## config.mk

```make
export PLATFORM = sky130hd
export DESIGN_NAME = servo_pwm_moving_average
export DESIGN_NICKNAME = d
export VERILOG_FILES = /design/src/rtl/spma_pkg.sv /design/src/rtl/spma_ring.sv /design/src/rtl/servo_pwm_moving_average.sv
export SDC_FILE = /design/constraint.sdc
export NUM_CORES = 1
export LEC_CHECK = 0
export BUFFER_PORTS_ARGS = -buffer_cell sky130_fd_sc_hd__buf_2
export CORE_MARGIN = 8
export CORE_UTILIZATION = 35
export CTS_BUF_LIST = sky130_fd_sc_hd__clkbuf_8
export CTS_CLUSTER_DIAMETER = 100
export DETAILED_ROUTE_END_ITERATION = 10
export PLACE_DENSITY_LB_ADDON = 0.3
export SETUP_SLACK_MARGIN = 0.2
export SYNTH_ARGS = -nofsm -noshare
export SYNTH_HDL_FRONTEND = slang
export SYNTH_SLANG_ARGS = --single-unit
```

## constraint.sdc

```tcl
create_clock -name clk -period 9.2 [get_ports clk]
set_input_delay 1.84 -clock clk [delete_from_list [all_inputs] [get_ports clk]]
set_output_delay 1.84 -clock clk [all_outputs]
set_load 0.02 [all_outputs]
```

## src/rtl/spma_pkg.sv

```systemverilog
package spma_pkg;

  // Full-scale code of the 12-bit pulse and average domain.
  localparam logic [11:0] FULL_SCALE = 12'd4095;

  // Reciprocal of 4095 for products below 2**24: floor(x / 4095) is
  // (x * FS_RECIP) >> FS_SHIFT, exact over that whole range.
  localparam int          FS_SHIFT = 36;
  localparam logic [24:0] FS_RECIP = 25'd16781314;

  // Register reset values.
  localparam logic [15:0] PERIOD_RST    = 16'd20000;
  localparam logic [11:0] BASE_RST      = 12'd1000;
  localparam logic [11:0] SPAN_RST      = 12'd1000;
  localparam logic [11:0] ZONE_LOW_RST  = 12'd1365;
  localparam logic [11:0] ZONE_HIGH_RST = 12'd2730;
  localparam logic [11:0] WIDTH_RST     = 12'd1500;

  // LED patterns.
  localparam logic [2:0] LED_OFF  = 3'b000;
  localparam logic [2:0] LED_LOW  = 3'b001;
  localparam logic [2:0] LED_MID  = 3'b010;
  localparam logic [2:0] LED_HIGH = 3'b100;

  // Configuration register indexes.
  typedef enum logic [2:0] {
    CFG_PERIOD_TICKS = 3'd0,
    CFG_PULSE_BASE   = 3'd1,
    CFG_PULSE_SPAN   = 3'd2,
    CFG_ZONE_LOW     = 3'd3,
    CFG_ZONE_HIGH    = 3'd4
  } cfg_idx_t;

  // Pipeline control handed to the sample ring.
  typedef struct packed {
    logic load;   // the first stage takes a new beat (or a bubble)
    logic take;   // the beat accepted now is an ADC sample
    logic drain;  // the first stage hands its beat on
  } ring_ctl_t;

endpackage

```

## src/rtl/spma_ring.sv

```systemverilog
module spma_ring #(
  parameter int RING_DEPTH  = 20,
  parameter int SAMPLE_BITS = 12,
  localparam int SUM_W      = SAMPLE_BITS + $clog2(RING_DEPTH)
) (
  input  logic                  clk,
  input  logic                  rst_n,
  input  spma_pkg::ring_ctl_t   ctl,
  input  logic [SAMPLE_BITS-1:0] sample_i,
  output logic [SUM_W-1:0]      sum_o
);

  localparam int PTR_W = (RING_DEPTH > 1) ? $clog2(RING_DEPTH) : 1;
  localparam logic [PTR_W-1:0] LAST_POS = PTR_W'(RING_DEPTH - 1);
  localparam logic [SUM_W-1:0] SUM_MAX =
    SUM_W'(RING_DEPTH * ((1 << SAMPLE_BITS) - 1));

  // Sample store, one read and one write per cycle.
  logic [SAMPLE_BITS-1:0] mem [RING_DEPTH];
  logic [RING_DEPTH-1:0]  vbit_r;

  logic [PTR_W-1:0]       wr_pos_r;
  logic [SUM_W-1:0]       sum_r;
  logic [SUM_W-1:0]       sum_nxt;

  // First stage: the sample, its slot and the old entry read from the store.
  logic                   p1_smp_r;
  logic [PTR_W-1:0]       p1_addr_r;
  logic [SAMPLE_BITS-1:0] p1_sample_r;
  logic [SAMPLE_BITS-1:0] rd_q_r;
  logic                   rd_ok_r;
  logic                   p1_fwd_r;
  logic [SAMPLE_BITS-1:0] p1_fwd_data_r;
  logic [SAMPLE_BITS-1:0] old_val;

  // The oldest entry: forwarded when the slot was written in the same cycle
  // as it was read, zero when the slot has not been written since reset.
  always_comb begin
    if (p1_fwd_r) begin
      old_val = p1_fwd_data_r;
    end else if (rd_ok_r) begin
      old_val = rd_q_r;
    end else begin
      old_val = '0;
    end
    sum_nxt = sum_r - SUM_W'(old_val) + SUM_W'(p1_sample_r);
  end

  // Control state: slot pointer, valid bits, running sum.
  always_ff @(posedge clk) begin
    if (!rst_n) begin
      wr_pos_r <= '0;
      vbit_r   <= '0;
      sum_r    <= '0;
      p1_smp_r <= 1'b0;
      p1_fwd_r <= 1'b0;
      rd_ok_r  <= 1'b0;
    end else begin
      if (ctl.load) begin
        p1_smp_r <= ctl.take;
        p1_fwd_r <= ctl.take && ctl.drain && p1_smp_r && (p1_addr_r == wr_pos_r);
        rd_ok_r  <= vbit_r[wr_pos_r];
        if (ctl.take) begin
          wr_pos_r <= (wr_pos_r == LAST_POS) ? '0 : wr_pos_r + 1'b1;
        end
      end
      if (ctl.drain && p1_smp_r) begin
        vbit_r[p1_addr_r] <= 1'b1;
        sum_r             <= sum_nxt;
      end
    end
  end

  // Store access and first-stage payload.
  always_ff @(posedge clk) begin
    if (ctl.load) begin
      p1_addr_r     <= wr_pos_r;
      p1_sample_r   <= sample_i;
      p1_fwd_data_r <= p1_sample_r;
      rd_q_r        <= mem[wr_pos_r];
    end
    if (ctl.drain && p1_smp_r) begin
      mem[p1_addr_r] <= p1_sample_r;
    end
  end

  assign sum_o = sum_r;

  // A slot can only be read while still being written when the ring has
  // one entry.
  a_fwd_only_single: assert property (@(posedge clk) disable iff (!rst_n)
    p1_fwd_r |-> (p1_smp_r && (RING_DEPTH == 1)))
    else $error("ring forwarding on a ring deeper than one entry");

  a_pos_range: assert property (@(posedge clk) disable iff (!rst_n)
    wr_pos_r <= LAST_POS)
    else $error("ring write pointer out of range");

  a_sum_bound: assert property (@(posedge clk) disable iff (!rst_n)
    (ctl.drain && p1_smp_r) |=> (sum_r <= SUM_MAX))
    else $error("running sum exceeds the ring's full-scale total");

endmodule

```

## src/rtl/servo_pwm_moving_average.sv

```systemverilog
// Servo PWM driver fed by a moving average of ADC samples.
//
// Input channel (in_valid/in_ready): each beat is either an ADC sample
// (in_mode 0, in_sample used) or one microsecond tick (in_mode 1). Every
// input beat gives exactly one result beat on the output channel
// (out_valid/out_ready): pin level, pulse width, average and LED pattern
// as they stand after that item.
// Configuration (cfg_valid/cfg_ready/cfg_index/cfg_data): cfg_ready is always
// high; the user must see that registers are written while the block is idle,
// as the block itself does not enforce it.
// Throughput: one item per cycle unless a stall on out_ready fills every stage.
// The sample ring takes one read and one write per cycle, and the running sum
// is updated once per cycle, which sets that rate. The result is registered
// through the ring read, sum, reciprocal multiply for the mean, span multiply,
// reciprocal multiply for the mapping and the final update, in that order.
// Reset: configuration and state registers return to their defaults and the ring
// reads as zeros at once through per-entry valid bits; no clearing pass.
// Stall: while out_ready is low the result holds; earlier stages keep
// filling bubbles, and in_ready falls only once every stage is occupied.
module servo_pwm_moving_average #(
  parameter int RING_DEPTH  = 20,
  parameter int SAMPLE_BITS = 12
) (
  input  logic                   clk,
  input  logic                   rst_n,
  input  logic                   in_valid,
  output logic                   in_ready,
  input  logic                   in_mode,
  input  logic [SAMPLE_BITS-1:0] in_sample,
  output logic                   out_valid,
  input  logic                   out_ready,
  output logic                   out_servo_level,
  output logic [11:0]            out_pulse_width,
  output logic [11:0]            out_average,
  output logic [2:0]             out_led_pattern,
  input  logic                   cfg_valid,
  output logic                   cfg_ready,
  input  logic [2:0]             cfg_index,
  input  logic [15:0]            cfg_data
);

  localparam int LOG_D        = $clog2(RING_DEPTH);
  localparam int SUM_W        = SAMPLE_BITS + LOG_D;
  localparam int MEAN_SHIFT   = SUM_W + LOG_D;
  localparam int MEAN_RECIP_W = SUM_W + 1;
  localparam int PROD1_W      = SUM_W + MEAN_RECIP_W;
  localparam logic [MEAN_RECIP_W-1:0] MEAN_RECIP =
    MEAN_RECIP_W'(((64'd1 << MEAN_SHIFT) + 64'(RING_DEPTH) - 64'd1) / 64'(RING_DEPTH));

  // Configuration registers.
  logic [15:0] period_r;
  logic [11:0] base_r;
  logic [11:0] span_r;
  logic [11:0] zone_low_r;
  logic [11:0] zone_high_r;

  assign cfg_ready = 1'b1;

  always_ff @(posedge clk) begin
    if (!rst_n) begin
      period_r    <= spma_pkg::PERIOD_RST;
      base_r      <= spma_pkg::BASE_RST;
      span_r      <= spma_pkg::SPAN_RST;
      zone_low_r  <= spma_pkg::ZONE_LOW_RST;
      zone_high_r <= spma_pkg::ZONE_HIGH_RST;
    end else if (cfg_valid && cfg_ready) begin
      unique case (cfg_index)
        spma_pkg::CFG_PERIOD_TICKS: period_r    <= cfg_data;
        spma_pkg::CFG_PULSE_BASE:   base_r      <= cfg_data[11:0];
        spma_pkg::CFG_PULSE_SPAN:   span_r      <= cfg_data[11:0];
        spma_pkg::CFG_ZONE_LOW:     zone_low_r  <= cfg_data[11:0];
        spma_pkg::CFG_ZONE_HIGH:    zone_high_r <= cfg_data[11:0];
        default: ;
      endcase
    end
  end

  // Stage occupancy and the elastic advance chain.
  logic p1_vld_r, p2_vld_r, p3_vld_r, p4_vld_r, p5_vld_r, out_valid_r;
  logic p1_mode_r, p2_mode_r, p3_mode_r, p4_mode_r, p5_mode_r;
  logic en1, en2, en3, en4, en5, en_out;
  logic in_acc;

  assign en_out = !out_valid_r || out_ready;
  assign en5    = !p5_vld_r || en_out;
  assign en4    = !p4_vld_r || en5;
  assign en3    = !p3_vld_r || en4;
  assign en2    = !p2_vld_r || en3;
  assign en1    = !p1_vld_r || en2;
  assign in_ready = en1;
  assign in_acc   = in_valid && en1;

  always_ff @(posedge clk) begin
    if (!rst_n) begin
      p1_vld_r    <= 1'b0;
      p2_vld_r    <= 1'b0;
      p3_vld_r    <= 1'b0;
      p4_vld_r    <= 1'b0;
      p5_vld_r    <= 1'b0;
      out_valid_r <= 1'b0;
    end else begin
      if (en1)    p1_vld_r    <= in_valid;
      if (en2)    p2_vld_r    <= p1_vld_r;
      if (en3)    p3_vld_r    <= p2_vld_r;
      if (en4)    p4_vld_r    <= p3_vld_r;
      if (en5)    p5_vld_r    <= p4_vld_r;
      if (en_out) out_valid_r <= p5_vld_r;
    end
  end

  // Sample ring and running sum.
  spma_pkg::ring_ctl_t    ring_ctl;
  logic [SUM_W-1:0]       ring_sum;

  assign ring_ctl.load  = en1;
  assign ring_ctl.take  = in_acc && !in_mode;
  assign ring_ctl.drain = en2;

  spma_ring #(
    .RING_DEPTH  (RING_DEPTH),
    .SAMPLE_BITS (SAMPLE_BITS)
  ) u_ring (
    .clk      (clk),
    .rst_n    (rst_n),
    .ctl      (ring_ctl),
    .sample_i (in_sample),
    .sum_o    (ring_sum)
  );

  // Mean and pulse-width arithmetic, one multiply per stage.
  logic [PROD1_W-1:0]     p3_prod1_r;
  logic [23:0]            p4_prod2_r;
  logic [11:0]            p4_mean_r;
  logic [48:0]            p5_prod3_r;
  logic [11:0]            p5_mean_r;
  logic [SAMPLE_BITS-1:0] mean_q;
  logic [15:0]            mean_q16;
  logic [11:0]            mean_nxt;

  // Truncated mean, clamped to full scale for wide samples.
  always_comb begin
    mean_q   = p3_prod1_r[MEAN_SHIFT +: SAMPLE_BITS];
    mean_q16 = 16'(mean_q);
    if (mean_q16 > 16'(spma_pkg::FULL_SCALE)) begin
      mean_nxt = spma_pkg::FULL_SCALE;
    end else begin
      mean_nxt = mean_q16[11:0];
    end
  end

  always_ff @(posedge clk) begin
    if (en2) begin
      p2_mode_r <= p1_mode_r;
    end
    if (en1) begin
      p1_mode_r <= in_mode;
    end
    if (en3) begin
      p3_mode_r  <= p2_mode_r;
      p3_prod1_r <= PROD1_W'(ring_sum) * PROD1_W'(MEAN_RECIP);
    end
    if (en4) begin
      p4_mode_r  <= p3_mode_r;
      p4_mean_r  <= mean_nxt;
      p4_prod2_r <= 24'(mean_nxt) * 24'(span_r);
    end
    if (en5) begin
      p5_mode_r  <= p4_mode_r;
      p5_mean_r  <= p4_mean_r;
      p5_prod3_r <= 49'(p4_prod2_r) * 49'(spma_pkg::FS_RECIP);
    end
  end

  // Final stage: block state, which is also the result beat.
  logic        pin_r;
  logic [11:0] width_r;
  logic [11:0] mean_r;
  logic [2:0]  led_r;
  logic [15:0] count_r;

  logic [11:0] span_q;
  logic [12:0] width_sum;
  logic [11:0] width_nxt;
  logic [2:0]  led_nxt;
  logic [15:0] count_inc;
  logic [15:0] count_nxt;
  logic        pin_nxt;

  always_comb begin
    span_q    = p5_prod3_r[spma_pkg::FS_SHIFT +: 12];
    width_sum = {1'b0, base_r} + {1'b0, span_q};
    if (width_sum > 13'(spma_pkg::FULL_SCALE)) begin
      width_nxt = spma_pkg::FULL_SCALE;
    end else begin
      width_nxt = width_sum[11:0];
    end

    // Zones in order; at full scale the LEDs keep their pattern.
    if (width_nxt < zone_low_r) begin
      led_nxt = spma_pkg::LED_LOW;
    end else if (width_nxt < zone_high_r) begin
      led_nxt = spma_pkg::LED_MID;
    end else if (width_nxt < spma_pkg::FULL_SCALE) begin
      led_nxt = spma_pkg::LED_HIGH;
    end else begin
      led_nxt = led_r;
    end

    // Period counter: wrap raises the pin, a width match lowers it.
    count_inc = count_r + 16'd1;
    pin_nxt   = pin_r;
    count_nxt = count_inc;
    if (count_inc >= period_r) begin
      count_nxt = '0;
      pin_nxt   = 1'b1;
    end
    if (count_nxt == 16'(width_r)) begin
      pin_nxt = 1'b0;
    end
  end

  always_ff @(posedge clk) begin
    if (!rst_n) begin
      pin_r   <= 1'b0;
      width_r <= spma_pkg::WIDTH_RST;
      mean_r  <= '0;
      led_r   <= spma_pkg::LED_OFF;
      count_r <= '0;
    end else if (en_out && p5_vld_r) begin
      if (p5_mode_r) begin
        pin_r   <= pin_nxt;
        count_r <= count_nxt;
      end else begin
        width_r <= width_nxt;
        mean_r  <= p5_mean_r;
        led_r   <= led_nxt;
      end
    end
  end

  assign out_valid       = out_valid_r;
  assign out_servo_level = pin_r;
  assign out_pulse_width = width_r;
  assign out_average     = mean_r;
  assign out_led_pattern = led_r;

  // A tick that lands the counter on the pulse width always leaves the pin low.
  a_match_low: assert property (@(posedge clk) disable iff (!rst_n)
    (en_out && p5_vld_r && p5_mode_r && (count_nxt == 16'(width_r))) |=> !pin_r)
    else $error("servo pin high after a tick that matched the pulse width");

  a_led_onehot: assert property (@(posedge clk) disable iff (!rst_n)
    $onehot0(led_r))
    else $error("LED pattern lights more than one zone");

  // Input back-pressure only when every stage holds a beat.
  a_ready_full: assert property (@(posedge clk) disable iff (!rst_n)
    !in_ready |-> (p1_vld_r && p2_vld_r && p3_vld_r && p4_vld_r && p5_vld_r
                   && out_valid_r && !out_ready))
    else $error("input stalled with a bubble in the pipeline");

endmodule

```

==> results of run 1 <==
[per-layer routing]
layer	vias up	wire length [µm]	track usage (%)
met5	-	0	0
met1	10244	33300	19.0
met4	0	1820	4.09
met2	445	36800	25.3
met3	124	3720	2.50
li1	9852	-	-
[report_power, final]
part | switching (mW) | internal [mW]
clock | 0.999 | 1.11
combinational | 1.92 | 1.49
sequential | 0.208 | 2.74
[area by class of cell]
cell class | count | area [µm²] | share of cell area (%)
flip-flops and latches | 517 | 13900 | 38.6
clock inverters | 71 | 539 | 1.49
inverters | 376 | 1410 | 3.91
multi-input cells | 1817 | 16900 | 46.7
repair buffers | 94 | 541 | 1.50
well taps | 1254 | 1570 | 4.34
clock buffers | 90 | 1240 | 3.43
[how the worst max path moves through the flow]
stage	start	end	slack (ns)	depth (start not counted)
global route	u_ring.sum_o[5]$_SDFFE_PN0P_	p3_prod1_r[33]$_DFFE_PP_	2.65	20
detailed placement	u_ring.sum_o[5]$_SDFFE_PN0P_	p3_prod1_r[33]$_DFFE_PP_	2.93	20
floorplan	u_ring.sum_o[4]$_SDFFE_PN0P_	p3_prod1_r[33]$_DFFE_PP_	3.63	20
CTS	u_ring.sum_o[5]$_SDFFE_PN0P_	p3_prod1_r[33]$_DFFE_PP_	2.96	20
global placement	u_ring.sum_o[5]$_SDFFE_PN0P_	p3_prod1_r[33]$_DFFE_PP_	3.00	20
finish	u_ring.sum_o[5]$_SDFFE_PN0P_	p3_prod1_r[33]$_DFFE_PP_	2.97	20
[flip-flops by register name (all words and copies together), names as in the netlist, 3 cells and up]
| signal | flops |
|---|---|
| u_ring.mem | 240 |
| p4_prod2_r | 24 |
| u_ring.vbit_r | 20 |
| u_ring.sum_o | 17 |
| count_r | 16 |
| period_r | 16 |
| base_r | 12 |
| out_average | 12 |
| out_pulse_width | 12 |
| p3_prod1_r | 12 |
| p4_mean_r | 12 |
| p5_mean_r | 12 |
| p5_prod3_r | 12 |
| span_r | 12 |
| u_ring.p1_fwd_data_r | 12 |
| u_ring.p1_sample_r | 12 |
| u_ring.rd_q_r | 12 |
| zone_high_r | 12 |
| zone_low_r | 12 |
| u_ring.p1_addr_r | 5 |
| u_ring.wr_pos_r | 5 |
| out_led_pattern | 3 |
[cells in the mapped netlist, types with 9 or more instances]
cell,number
fa_1,201
a21o_1,24
o21a_1,15
a31oi_1,9
mux2_2,12
mux4_2,78
a21oi_1,142
o21ai_1,9
nor2_1,155
buf_2,9
clkbuf_1,79
nand2b_1,19
a22o_1,12
dfxtp_1,159
nor2b_1,15
xor2_1,28
xnor2_1,60
nand4_1,16
edfxtp_1,358
nand3b_1,10
o211ai_1,21
nand2_1,324
and2_1,57
nand3_1,55
ha_1,368
nor3_1,30
inv_1,376
o21ai_0,45
and3_1,11
[logic make-up (layout without fill, tap and decap cells)]
logic type | after synthesis | in the layout | share of synthesized area (%)
buf+inv | 469 | 631 | 5.47
flops | 517 | 517 | 42.8
xor+xnor | 89 | 89 | 2.42
simple gates | 727 | 727 | 10.2
other cells | 1 | 1 | 0.0115
compound gates | 337 | 337 | 6.62
mux | 94 | 94 | 5.94
fa+ha+maj | 569 | 569 | 26.5
[critical path, stage by stage (launching register included)]
cell      delay [ns]
dfxtp_1         0.40
ha_1            0.36
inv_1           0.07
fa_1            0.53
inv_1           0.05
fa_1            0.52
inv_1           0.06
fa_1            0.51
fa_1            0.52
fa_1            0.58
inv_1           0.05
ha_1            0.30
and2_1          0.15
a221oi_1        0.31
nand3_1         0.11
o21ai_1         0.41
o21ai_1         0.26
a211oi_2        0.33
a31oi_1         0.17
a21oi_1         0.20
xnor2_1         0.08
==> key figures, run 1 <==
Cells and area
  – Core Util, Final: 38.9%
  – Layout area overhead: 11.0%
  – Leading cell type in the layout, fill and taps excluded: inv_1
  – ANT cells: 0
  – Most frequent cells in the layout: 403 x inv_1, 368 x ha_1, 358 x edfxtp_1, 324 x nand2_1, 201 x fa_1
  – Share of layout cells above drive strength 1: 11.5%
  – Fill count: 9,088
  – Non-filler instance count after layout: 4,219
  – Final #Nets: 3,499
  – Fin area: 36,100 µm²

Clocking
  – Root Buffer: clkbuf_8
  – Post-CTS setup buffer count: 0
  – CTS Sinks: 517
  – TritonCTS clock tree: done
  – Htree depth: 3
  – Resize count post-CTS: 0
  – Hold-fix buffers, CTS: 0
  – Clk buf depth: 3
  – CTS buffer count: 87
  – Clk Latency, worst-skew pair: 0.72 ns
  – Clock slew at reported path FFs: 0.06 ns

Synth
  – Synth unique cells: 75
  – Cell count after synthesis: 2,803
  – Synth top area share: 33.0%
  – Async SR Flop Fraction: 0%
  – EDFF count, synth: 358
  – Cell Area, Synth: 32,500 µm²
  – Register area share after synthesis: 42.8%
  – Synth warnings: 0
  – Net Count, Synth: 3,409
  – Ys flop type: edfxtp_1
  – Largest cells by area after synthesis: edfxtp_1 33%, ha_1 14%, fa_1 12%, dfxtp_1 9.8%, mux4_2 5.4%
  – Seq cells post-synth: 517
  – Mean cell area of the mapped netlist: 11.6 µm²
  – Post-synth top area cell: edfxtp_1

STA
  – RSZ-0062 raised after global routing: no
  – Final setup fails: 0
  – Final worst path period share: 67.7%
  – Period minus WS final: 6.23 ns
  – Final Max Tran Viols: 0
  – Slew headroom: 30.3%
  – Worst Tran Pin Value: 1.04 ns
  – Final Skew: 0.0405 ns
  – Worst setup margin: 2.97 ns
  – Hold Vio Cnt, Final: 0
  – TNS Setup: 0 ns
  – Hold WS: 0.407 ns
  – Peak Freq: 0.161 GHz

GRT
  – Initial antenna violation count: 2
  – First-pass GRT wire length: 119 mm
  – Vias in the first global route: 21,414
  – Largest net degree at the start of global routing: 72
  – Gr usage total: 14.7%
  – Grt total ovfl: 0

Placed design
  – Setup WS pre-CTS: 2.93 ns
  – Placed insts: 4,058
  – # port buffers: 66
  – Instance area after placement: 34,300 µm²
  – Post-DP HPWL: 54.8 mm
  – GPL Wtd Cong: 0.844

Power and ir drop
  – Power Density: 234 nW/µm²
  – VDD IR max: 0.227 mV
  – Leakage: 15.7 nW
  – Total power: 8.46 mW

Drt
  – ANT nets after route: 0
  – DRC viols: 0
  – DR pass1 iterations: 5
  – Routed vias: 20,665
  – Routed WL per cell: 17.9 µm
  – Total wire length: 75.6 mm
  – Iter 0 DRT Violations: 1,200
  – Via-per-instance ratio: 4.90

Setup path
  – CP Data Arrival Time: 6.66 ns
  – R2R cell count: 20
  – CP Capture Type: flip-flop
  – Crit-path max FO: 7
  – Reg2reg start: u_ring.sum_o[5]$_SDFFE_PN0P_
  – Reg2reg setup slack: 2.97 ns
  – CP Class: flip-flop to flip-flop
  – Worst setup SP type: flip-flop
  – CP Data Required Time: 9.63 ns
  – R2R Path End: p3_prod1_r[33]$_DFFE_PP_

Floorplan
  – Initial Util: 35.1%
  – IO Pins: 68
  – Number of cell rows: 112
  – Die X-Extent: 321 µm
  – Die Ht: 321 µm
  – Die area: 103,000 µm²
  – Core area: 92,800 µm²

Min path
  – Hold Path Origin: p4_mean_r[5]$_DFFE_PP_
  – Worst hold stages: 0
  – Worst Hold Path EP: p5_mean_r[5]$_DFFE_PP_
  – Worst hold path class: flip-flop to flip-flop

Job
  – Max-cap viol count: 0

Outcome
  – Status: finished, final reports clean
(Power assumes the default switching activity.)
==> inputs of run 2 (changes only) <==
Clock period 9.2 ns to 5.93 ns, I/O delays scaled along.
==> run 2 against run 1 <==
  * Combinational power is 62% higher
  * Sequential cell count did not move
  * Final cell count rose by 1.6%
  * Design area rose by 1.9%
  * Non-clock buffer count increased by 68
==> key figures, run 2 (synthesis gave the netlist of run 1 again) <==
STA
  – RSZ-0062 raised after global routing: no
  – Peak Freq: 0.180 GHz (+12%)
  – Final worst path period share: 93.7% (+26 points)
  – Worst Tran Pin Value: 1.03 ns (-0.0191 ns)
  – Final Max Tran Viols: 0 (unchanged)
  – Slew headroom: 31.5% (+1.2 points)
  – Final setup fails: 0 (unchanged)
  – Final Skew: 0.0384 ns (-0.00214 ns)
  – Hold Vio Cnt, Final: 0 (unchanged)
  – TNS Setup: 0 ns (unchanged)
  – Period minus WS final: 5.56 ns (-0.669 ns)

Setup path
  – Worst-path cell chain: ha_4 > inv_1 > fa_1 > fa_1 > fa_1 > fa_1 > inv_1 > fa_1 > ha_1 > a21o_1 > a221oi_2 > nand3_1 > o21ai_4 > o21ai_4 > a211oi_2 > buf_4 > o21ai_0 > xor2_1
  – Crit path max-delay cell type: fa_1
  – CP top delay family: adder cells
  – Crit-path max cell delay: 0.56 ns (-0.02 ns)
  – Buffers plus inverters on the worst setup path: 3 (-1)
  – CP Data Required Time: 6.36 ns (-3.27 ns)
  – CP Capture Type: flip-flop
  – CP Data Arrival Time: 5.99 ns (-0.67 ns)
  – Crit-path max FO: 5 (-2)
  – CP Class: flip-flop to flip-flop
  – Worst setup SP type: flip-flop
  – CP dominant cell by count: fa_1

Drt
  – Routed vias: 20,770 (+0.51%)
  – Total wire length: 75.0 mm (-0.83%)
  – Routed WL per cell: 17.5 µm (-2.4%)
  – DRC viols: 0 (unchanged)
  – DR pass1 iterations: 5 (unchanged)
  – Via-per-instance ratio: 4.84 (-1.1%)
  – ANT nets after route: 0 (unchanged)
  – Iter 0 DRT Violations: 1,221 (+1.8%)

Power and ir drop
  – VDD IR max: 0.321 mV (+41%)
  – Power Density: 359 nW/µm² (+53%)
  – Leakage: 16.0 nW (+2.2%)
  – Total power: 13.2 mW (+56%)

Floorplan
  – Die Ht: 321 µm (unchanged)
  – Initial Util: 35.1% (unchanged)
  – Die X-Extent: 321 µm (unchanged)
  – Core area: 92,800 µm² (unchanged)
  – IO Pins: 68 (unchanged)
  – Die area: 103,000 µm² (unchanged)
  – Number of cell rows: 112 (unchanged)

Clocking
  – Clock slew at reported path FFs: 0.06 ns (about the same)
  – CTS buffer count: 87 (unchanged)
  – Hold-fix buffers, CTS: 0 (unchanged)
  – Clk Latency, worst-skew pair: 0.70 ns (-0.02 ns)
  – CTS Sinks: 517 (unchanged)
  – TritonCTS clock tree: done
  – Root Buffer: clkbuf_8
  – Htree depth: 3 (unchanged)
  – Clk buf depth: 3 (unchanged)

Placed design
  – # port buffers: 66 (unchanged)
  – Post-DP HPWL: 55.8 mm (+1.9%)
  – GPL Wtd Cong: 0.857 (+1.6%)

GRT
  – Initial antenna violation count: 2 (unchanged)
  – Largest net degree at the start of global routing: 72 (unchanged)
  – Vias in the first global route: 21,398 (-0.075%)
  – First-pass GRT wire length: 119 mm (-0.50%)
  – Gr usage total: 14.6% (-0.13 points)
  – Grt total ovfl: 0 (unchanged)

Cells and area
  – Share of layout cells above drive strength 1: 14.7% (+3.2 points)
  – Leading cell type in the layout, fill and taps excluded: inv_1
  – Most frequent cells in the layout: 400 x inv_1, 359 x ha_1, 358 x edfxtp_1, 324 x nand2_1, 198 x fa_1
  – Largest regs: u_ring.mem (240), p4_prod2_r (24), u_ring.vbit_r (20)
  – ANT cells: 0 (unchanged)
  – Layout area overhead: 13.1%
  – Max reg flops: 240 (unchanged)
  – Final #Nets: 3,567 (+1.9%)
  – Biggest register: u_ring.mem

Min path
  – Worst hold path class: flip-flop to flip-flop

Outcome
  – Status: finished, final reports clean

Job
  – Max-cap viol count: 0 (unchanged)
==> run 2: cell type report <==
type | instances | area [µm²]
sequential | 517 | 14000
timing repair buffer | 162 | 1050
clock buffer | 92 | 1270
tap | 1254 | 1570
fill | 9030 | 56000
multi-input combinational | 1817 | 17000
clock inverter | 69 | 487
inverter | 376 | 1410
==> run 2: power breakdown <==
group	switching [mW]	internal [mW]	total (mW)	leakage [nW]
clock	1.53	1.69	3.22	0.994
combinational	3.11	2.41	5.52	10.3
sequential	0.220	4.25	4.47	4.78
total	4.86	8.35	13.2	16.0
==> run 2: path summary, 6_finish.rpt <==
check	startpoint	endpoint	slack (ns)	depth (start not counted)
setup / recovery	u_ring.sum_o[7]$_SDFFE_PN0P_	p3_prod1_r[31]$_DFFE_PP_	0.37	18
hold / removal	p4_mean_r[7]$_DFFE_PP_	p5_mean_r[7]$_DFFE_PP_	0.40	0
setup reg to reg	u_ring.sum_o[7]$_SDFFE_PN0P_	p3_prod1_r[31]$_DFFE_PP_	0.37	18
hold reg to reg	p4_mean_r[7]$_DFFE_PP_	p5_mean_r[7]$_DFFE_PP_	0.40	0
==> run 2: timing repair <==
| item | CTS | global route |
|---|---|---|
| endpoints found under the setup margin | 5 | 10 |
| pin swaps | 1 | 15 |
| cloned | 0 | 0 |
| resized for setup | 4 | 38 |
| buffers inserted | 1 | 18 |
==> run 2: worst register-to-register path, delay by kind of cell (launching register included) <==
kind                       cells  cell delay [ns]
adders and majority gates      7             3.13
AOI/OAI and AO/OA              6             1.16
xor gates and xnor gates       1             0.16
and+or+nand+nor                1             0.16
buffers and inverters          3             0.32
DFF                            1             0.38
==> run 2: metal layers <==
layer  share of wire (%)  vias up  GRT usage (%)  wire length (µm)
met2                  48      429           24.7             35900
li1                    -    10008              -                 -
met3                 4.7      121           2.83              3550
met5                   0        -              0                 0
met1                  45    10212           18.8             33600
met4                 2.6        0           4.23              1970
==> run 2: per-stage QoR <==
stage / util [%] / setup WS (ns) / std cells / hold slack, ns / instance area, µm²
5_1_grt: 39.7 / 0.204 / 4287 / 0.395 / 36800
6_report: 39.7 / 0.373 / 4287 / 0.400 / 36800
3_5_place_dp: 37.4 / 0.0382 / 4107 / 0.405 / 34700
2_1_floorplan: - / 0.361 / 2803 / 0.400 / 32500
3_3_place_gp: 37.4 / 0.131 / 4107 / 0.405 / 34700
4_1_cts: 39.3 / 0.215 / 4269 / 0.398 / 36500
